## src/rtl/core/obbsat_pkg.sv

```systemverilog
// ----------------------------------------------------------------------------
// obbsat_pkg: shared types and constants for the oriented box overlap unit
// Fixed widths of the box fields, the intermediate pipeline words and the
// configuration register map.
// ----------------------------------------------------------------------------
package obbsat_pkg;

    // Field widths.
    localparam int unsigned POS_W  = 31;   // Q16.16 signed center
    localparam int unsigned AXIS_W = 16;   // Q1.15 signed axis component
    localparam int unsigned EXT_W  = 30;   // Q16.16 unsigned half extent
    localparam int unsigned EPS_W  = 15;   // Q1.15 unsigned slack
    localparam int unsigned GAP_W  = 31;   // Q16.16 unsigned gap

    // Intermediate widths.
    localparam int unsigned OFS_W     = 32;  // center offset B - A
    localparam int unsigned APROD_W   = 32;  // axis times axis
    localparam int unsigned DOT_W     = 33;  // axis dot product, Q2.30
    localparam int unsigned ROT_W     = 18;  // rounded rotation entry, Q.15
    localparam int unsigned ABSR_W    = 17;  // |R| + epsilon
    localparam int unsigned TPROD_W   = 48;  // offset times axis
    localparam int unsigned TRAW_W    = 49;  // projected offset before rounding
    localparam int unsigned TA_W      = 34;  // projected offset, Q16.16
    localparam int unsigned ATA_W     = 33;  // |projected offset|
    localparam int unsigned RPROD_W   = 47;  // extent times |R|
    localparam int unsigned RAD_RAW_W = 48;  // radius before rounding
    localparam int unsigned RAD_W     = 34;  // radius, Q16.16
    localparam int unsigned PRAW_W    = 52;  // projection on B axis before rounding
    localparam int unsigned P_W       = 37;  // projection on B axis, Q16.16
    localparam int unsigned AP_W      = 36;  // |projection on B axis|
    localparam int unsigned DIST_W    = 40;  // signed axis separation

    localparam int unsigned RND_SHIFT = 15;
    localparam int unsigned RND_HALF  = 16384;

    // Stream and register port widths.
    localparam int unsigned S_TDATA_W  = 312;
    localparam int unsigned M_TDATA_W  = 32;
    localparam int unsigned CFG_DATA_W = 32;
    localparam int unsigned CFG_ADDR_W = 3;
    localparam int unsigned CFG_IDX_W  = 1;

    // Register map, by word index.
    localparam logic [CFG_IDX_W-1:0] REG_PARALLEL_EPSILON = 1'b0;
    localparam logic [EPS_W-1:0]     EPS_RESET            = 15'd1;

    typedef struct packed {
        logic signed [POS_W-1:0]  cx;
        logic signed [POS_W-1:0]  cy;
        logic signed [AXIS_W-1:0] ax;
        logic signed [AXIS_W-1:0] ay;
        logic        [EXT_W-1:0]  half_len;
        logic        [EXT_W-1:0]  half_wid;
    } box_t;

    typedef struct packed {
        box_t a;
        box_t b;
    } item_t;

    // Rotation between the frames and the raw offset projection onto A.
    typedef struct packed {
        logic signed [ROT_W-1:0]  r00;
        logic signed [ROT_W-1:0]  r01;
        logic signed [ROT_W-1:0]  r10;
        logic        [ABSR_W-1:0] ar00;
        logic        [ABSR_W-1:0] ar01;
        logic        [ABSR_W-1:0] ar10;
        logic        [ABSR_W-1:0] ar11;
        logic signed [TRAW_W-1:0] ta_raw0;
        logic signed [TRAW_W-1:0] ta_raw1;
        logic        [EXT_W-1:0]  a_half_len;
        logic        [EXT_W-1:0]  a_half_wid;
        logic        [EXT_W-1:0]  b_half_len;
        logic        [EXT_W-1:0]  b_half_wid;
    } frame_t;

    // Separations: best of the two A axes and each B axis.
    typedef struct packed {
        logic signed [DIST_W-1:0] d_a_max;
        logic signed [DIST_W-1:0] d_b0;
        logic signed [DIST_W-1:0] d_b1;
    } dist_t;

endpackage

```

## src/rtl/core/obbsat_gap.sv

```systemverilog
// ----------------------------------------------------------------------------
// obbsat_gap: decision and output stage
// Picks the largest separation: overlap when it is not positive, else a
// saturated gap, held in the output register until the receiver takes it.
// ----------------------------------------------------------------------------
module obbsat_gap (
    input  logic                             aclk,
    input  logic                             aresetn,
    input  logic                             in_valid,
    output logic                             in_ready,
    input  obbsat_pkg::dist_t                in_dist,
    output logic                             out_valid,
    input  logic                             out_ready,
    output logic                             boxes_overlap,
    output logic [obbsat_pkg::GAP_W-1:0]     gap_estimate
);
    import obbsat_pkg::*;

    localparam logic signed [DIST_W-1:0] GapMax = DIST_W'((64'd1 << GAP_W) - 64'd1);

    logic                     valid_reg, valid_next;
    logic                     overlap_reg, overlap_next;
    logic [GAP_W-1:0]         gap_reg, gap_next;
    logic signed [DIST_W-1:0] best_b, best;

    assign in_ready      = !valid_reg || out_ready;
    assign out_valid     = valid_reg;
    assign boxes_overlap = overlap_reg;
    assign gap_estimate  = gap_reg;

    always_comb begin
        best_b = (in_dist.d_b0 > in_dist.d_b1) ? in_dist.d_b0 : in_dist.d_b1;
        best   = (in_dist.d_a_max > best_b) ? in_dist.d_a_max : best_b;
        if (best <= 0) begin
            overlap_next = 1'b1;
            gap_next     = '0;
        end else if (best > GapMax) begin
            overlap_next = 1'b0;
            gap_next     = GapMax[GAP_W-1:0];
        end else begin
            overlap_next = 1'b0;
            gap_next     = best[GAP_W-1:0];
        end
        valid_next = in_ready ? in_valid : valid_reg;
    end

    always_ff @(posedge aclk) begin
        if (!aresetn) begin
            valid_reg <= 1'b0;
        end else begin
            valid_reg <= valid_next;
        end
    end

    always_ff @(posedge aclk) begin
        if (in_ready) begin
            overlap_reg <= overlap_next;
            gap_reg     <= gap_next;
        end
    end

endmodule
```

## config.mk

```make
export PLATFORM = sky130hd
export DESIGN_NAME = obbsat_gap
export DESIGN_NICKNAME = d
export VERILOG_FILES = /design/src/rtl/core/obbsat_pkg.sv /design/src/rtl/core/obbsat_gap.sv
export SDC_FILE = /design/constraint.sdc
export NUM_CORES = 1
export LEC_CHECK = 0
export BUFFER_PORTS_ARGS = -buffer_cell sky130_fd_sc_hd__buf_2
export CAP_MARGIN = 25
export CORE_MARGIN = 2
export CORE_UTILIZATION = 40
export DETAILED_ROUTE_END_ITERATION = 16
export GPL_TIMING_DRIVEN = 0
export PLACE_DENSITY = 0.73
export REMOVE_ABC_BUFFERS = 1
export SETUP_SLACK_MARGIN = 0.1
export SLEW_MARGIN = 20
export SYNTH_ARGS = -nofsm -noshare
export SYNTH_HDL_FRONTEND = slang
export SYNTH_SLANG_ARGS = --single-unit
```

## constraint.sdc

```tcl
create_clock -name aclk -period 12.6 [get_ports aclk]
set_input_delay 0.63 -clock aclk [delete_from_list [all_inputs] [get_ports aclk]]
set_output_delay 0.63 -clock aclk [all_outputs]
set_load 0.01 [all_outputs]
```

==> flow_summary.toml <==
[critical_path]
crit_type = "in2reg"
cp_slowest_stage_delay_ps = 660
reg2reg_depth = 2
r2r_start = "out_valid"
path_cells = "buf_2 -> inv_1 -> ha_1 -> a21oi_1 -> o21ai_0 -> a22oi_1 -> o211ai_1 -> nor4_1 -> o21a_4 -> buf_12 -> mux2i_1 -> ha_1 -> and4_1 -> and3_1 -> nand2_1 -> nor3_1 -> mux2i_1 -> or4_1 -> o21ai_0 -> mux2_4 -> mux2i_4 -> buf_16 -> a311oi_1"
worst_setup_path_start_kind = "input pin"
rr_endpoint = "gap_estimate[26]"
path_buf_inv = 4
critical_path.max_fanout = 65
crit_family = "multiplexers"
arrival_ps = 6890
cpMaxStageDelayCell = "mux2i_4"
end_kind = "flip-flop"
r2r_setup_slack_ps = 11420
required_ps = 12610

[detailed_routing]
wire_per_inst_um = 18.4
antenna_left = 0
route.vias.total = 4425
wirelength_mm = 13.9
viasPerCell = 5.85
drtPass1Iterations = 4
drc = 0
drtIter0Drc = 213

[clock_tree]
cts_max_path_buffers = 2
cts-resized-gates = 0
cts_hold_buf = 0
cts_inserted_buffers = 5
cts-root-buf = "clkbuf_8"
clk_pin_slew_ps = 70
post-cts-setup-buffers = 0
htree_num_levels = 2
cts_tree = "yes"
clk-insertion-delay-late_ps = 300
cts_num_sinks = 33

[min_path]
hp-class = "in2reg"
hold_end = "out_valid"
worstHoldPathCells = 3
holdCritStartpoint = "in_valid"

[timing]
holdWs_ps = 576
maxSlewHeadroom = 0.514
fmax_mhz = 145
finClkSkew_ps = 4.82
hold_viol = 0
tightest_slew_ps = 729
setup_viol = 0
rsz0062_at_grt = "no"
fin_crit_ps = 6880
period_share = 0.546
slew_viol_final = 0
setup_tns_ps = 0

[place]
gp_congestion = 0.914
placed_cell_area_um2 = 5290
dpl.hpwl_mm = 11.9
io_buffers = 157

[synthesis]
ys_async_sr_fraction = 0
syn_avg_cell_area_um2 = 9.10
ys_warn_count = 0
synth_area_um2 = 4300
synth_cell_types = 46
seq_area_frac_synth = 0.228
syn_inst = 473
synth_edf_count = 32
ys_ff_latch = 33
synth_ff_type = "edfxtp_1"

[floorplanning]
design.die.area_um2 = 11600
die_w_um = 108
initial_core_util = 0.415
rows = 37
core_area_um2 = 10400
ios = 158
die_h_um = 108

[power]
seqPwrFrac = 0.301
p_int_w = 0.000317
vdd_drop_max_uv = 43.8
power_switching_share = 0.379
netSwitchingPower_w = 0.000194
power_frac_clock = 0.213
cellLeakagePower_nw = 2.56
power_density_nw_per_um2 = 94.5
p_comb_frac = 0.486

[final_layout]
final_common_cell = "buf_2"
antenna_cells = 0
mostFrequentLayoutCells = "157 x buf_2, 78 x ha_1, 44 x inv_1, 40 x mux2i_1, 39 x nor3_1"
drive_gt1_frac = 0.305
area_delta_synth_final_pct = 25.7
fin_area_um2 = 5410
nets = 821
fillCellCount = 992

[global_routing]
grt_max_degree = 66
grt_pass1_vias = 4319
antenna_found_initial = 0
grtUsageTotal = 0.239
overflow = 0
grt_first_pass_wirelength_mm = 21.5

[outcome]
status = "completed"

[run]
maxCapViolations = 0
==> cell usage after synthesis, types with 11 or more instances <==
master / count / share of area
a21oi_1: 31 / 0.036
nand2_1: 24 / 0.021
ha_1: 78 / 0.23
nor3_1: 39 / 0.045
nor4_1: 25 / 0.036
a311oi_1: 21 / 0.043
edfxtp_1: 32 / 0.22
nand4_1: 19 / 0.028
inv_1: 44 / 0.038
o21ai_0: 11 / 0.013
mux2i_1: 41 / 0.095
==> how the worst max path moves through the flow <==
stage	slack [ps]	from	cells past startpoint	end
after floorplan	4430	in_dist[23]	21	gap_estimate[0]
after global placement	1870	in_dist[39]	22	gap_estimate[0]
after detailed placement	5460	in_dist[31]	23	gap_estimate[0]
after CTS	5740	in_dist[31]	23	gap_estimate[0]
after global routing	5140	in_dist[23]	23	gap_estimate[0]
final	5720	in_dist[31]	23	gap_estimate[0]
==> cell type report <==
type | instances | area (um2) | area share
repair buffers | 162 | 903 | 0.167
flip-flops and latches | 33 | 981 | 0.181
well taps | 136 | 170 | 0.0315
multi-input cells | 373 | 3070 | 0.567
clock buffers | 6 | 82.6 | 0.0153
clock inverters | 2 | 37.5 | 0.00694
inverters | 44 | 165 | 0.0305
==> metrics by stage <==
step                      setup WS, ps  std cells   util  power (W)
after CTS                         5740        756  0.522   0.000512
after floorplan                   4430        450      -   0.000307
after detailed placement          5460        748  0.510   0.000403
after global routing              5140        756  0.522   0.000542
after global placement            1870        743  0.495   0.000392
final                             5720        756  0.522   0.000511
==> per-layer routing <==
layer	track usage	share of wire	vias up
li1	-	-	2148
met1	0.294	0.41	2042
met2	0.417	0.48	199
met3	0.0303	0.073	36
met4	0.0989	0.032	0
met5	0	0	-
==> flip-flops by register name, summed over array words and instances, names as in the netlist <==
name,cells
gap_estimate,31
boxes_overlap,1
out_valid,1
==> power by group through the flow <==
stage                     clock network (W)  logic (W)  registers (W)
after floorplan                           0   0.000137       0.000170
after global placement                    0   0.000236       0.000156
after detailed placement                  0   0.000247       0.000156
after CTS                          0.000110   0.000248       0.000154
after global routing               0.000113   0.000273       0.000156
final                              0.000109   0.000248       0.000154
==> worst reg2reg max path, stage by stage (launching register included) <==
cell	delay [ps]
dfxtp_1	320
nand2b_2	350
buf_16	220
==> kinds of logic after synthesis <==
| logic type | Yosys count | synth area share |
|---|---|---|
| AOI/OAI and AO/OA | 103 | 0.183 |
| muxes | 43 | 0.104 |
| xor gates and xnor gates | 5 | 0.0102 |
| and+or+nand+nor | 144 | 0.182 |
| buffers and inverters | 67 | 0.0669 |
| DFF | 33 | 0.228 |
| adders and majority gates | 78 | 0.227 |
Note: power is estimated with default switching activity, not from simulation.
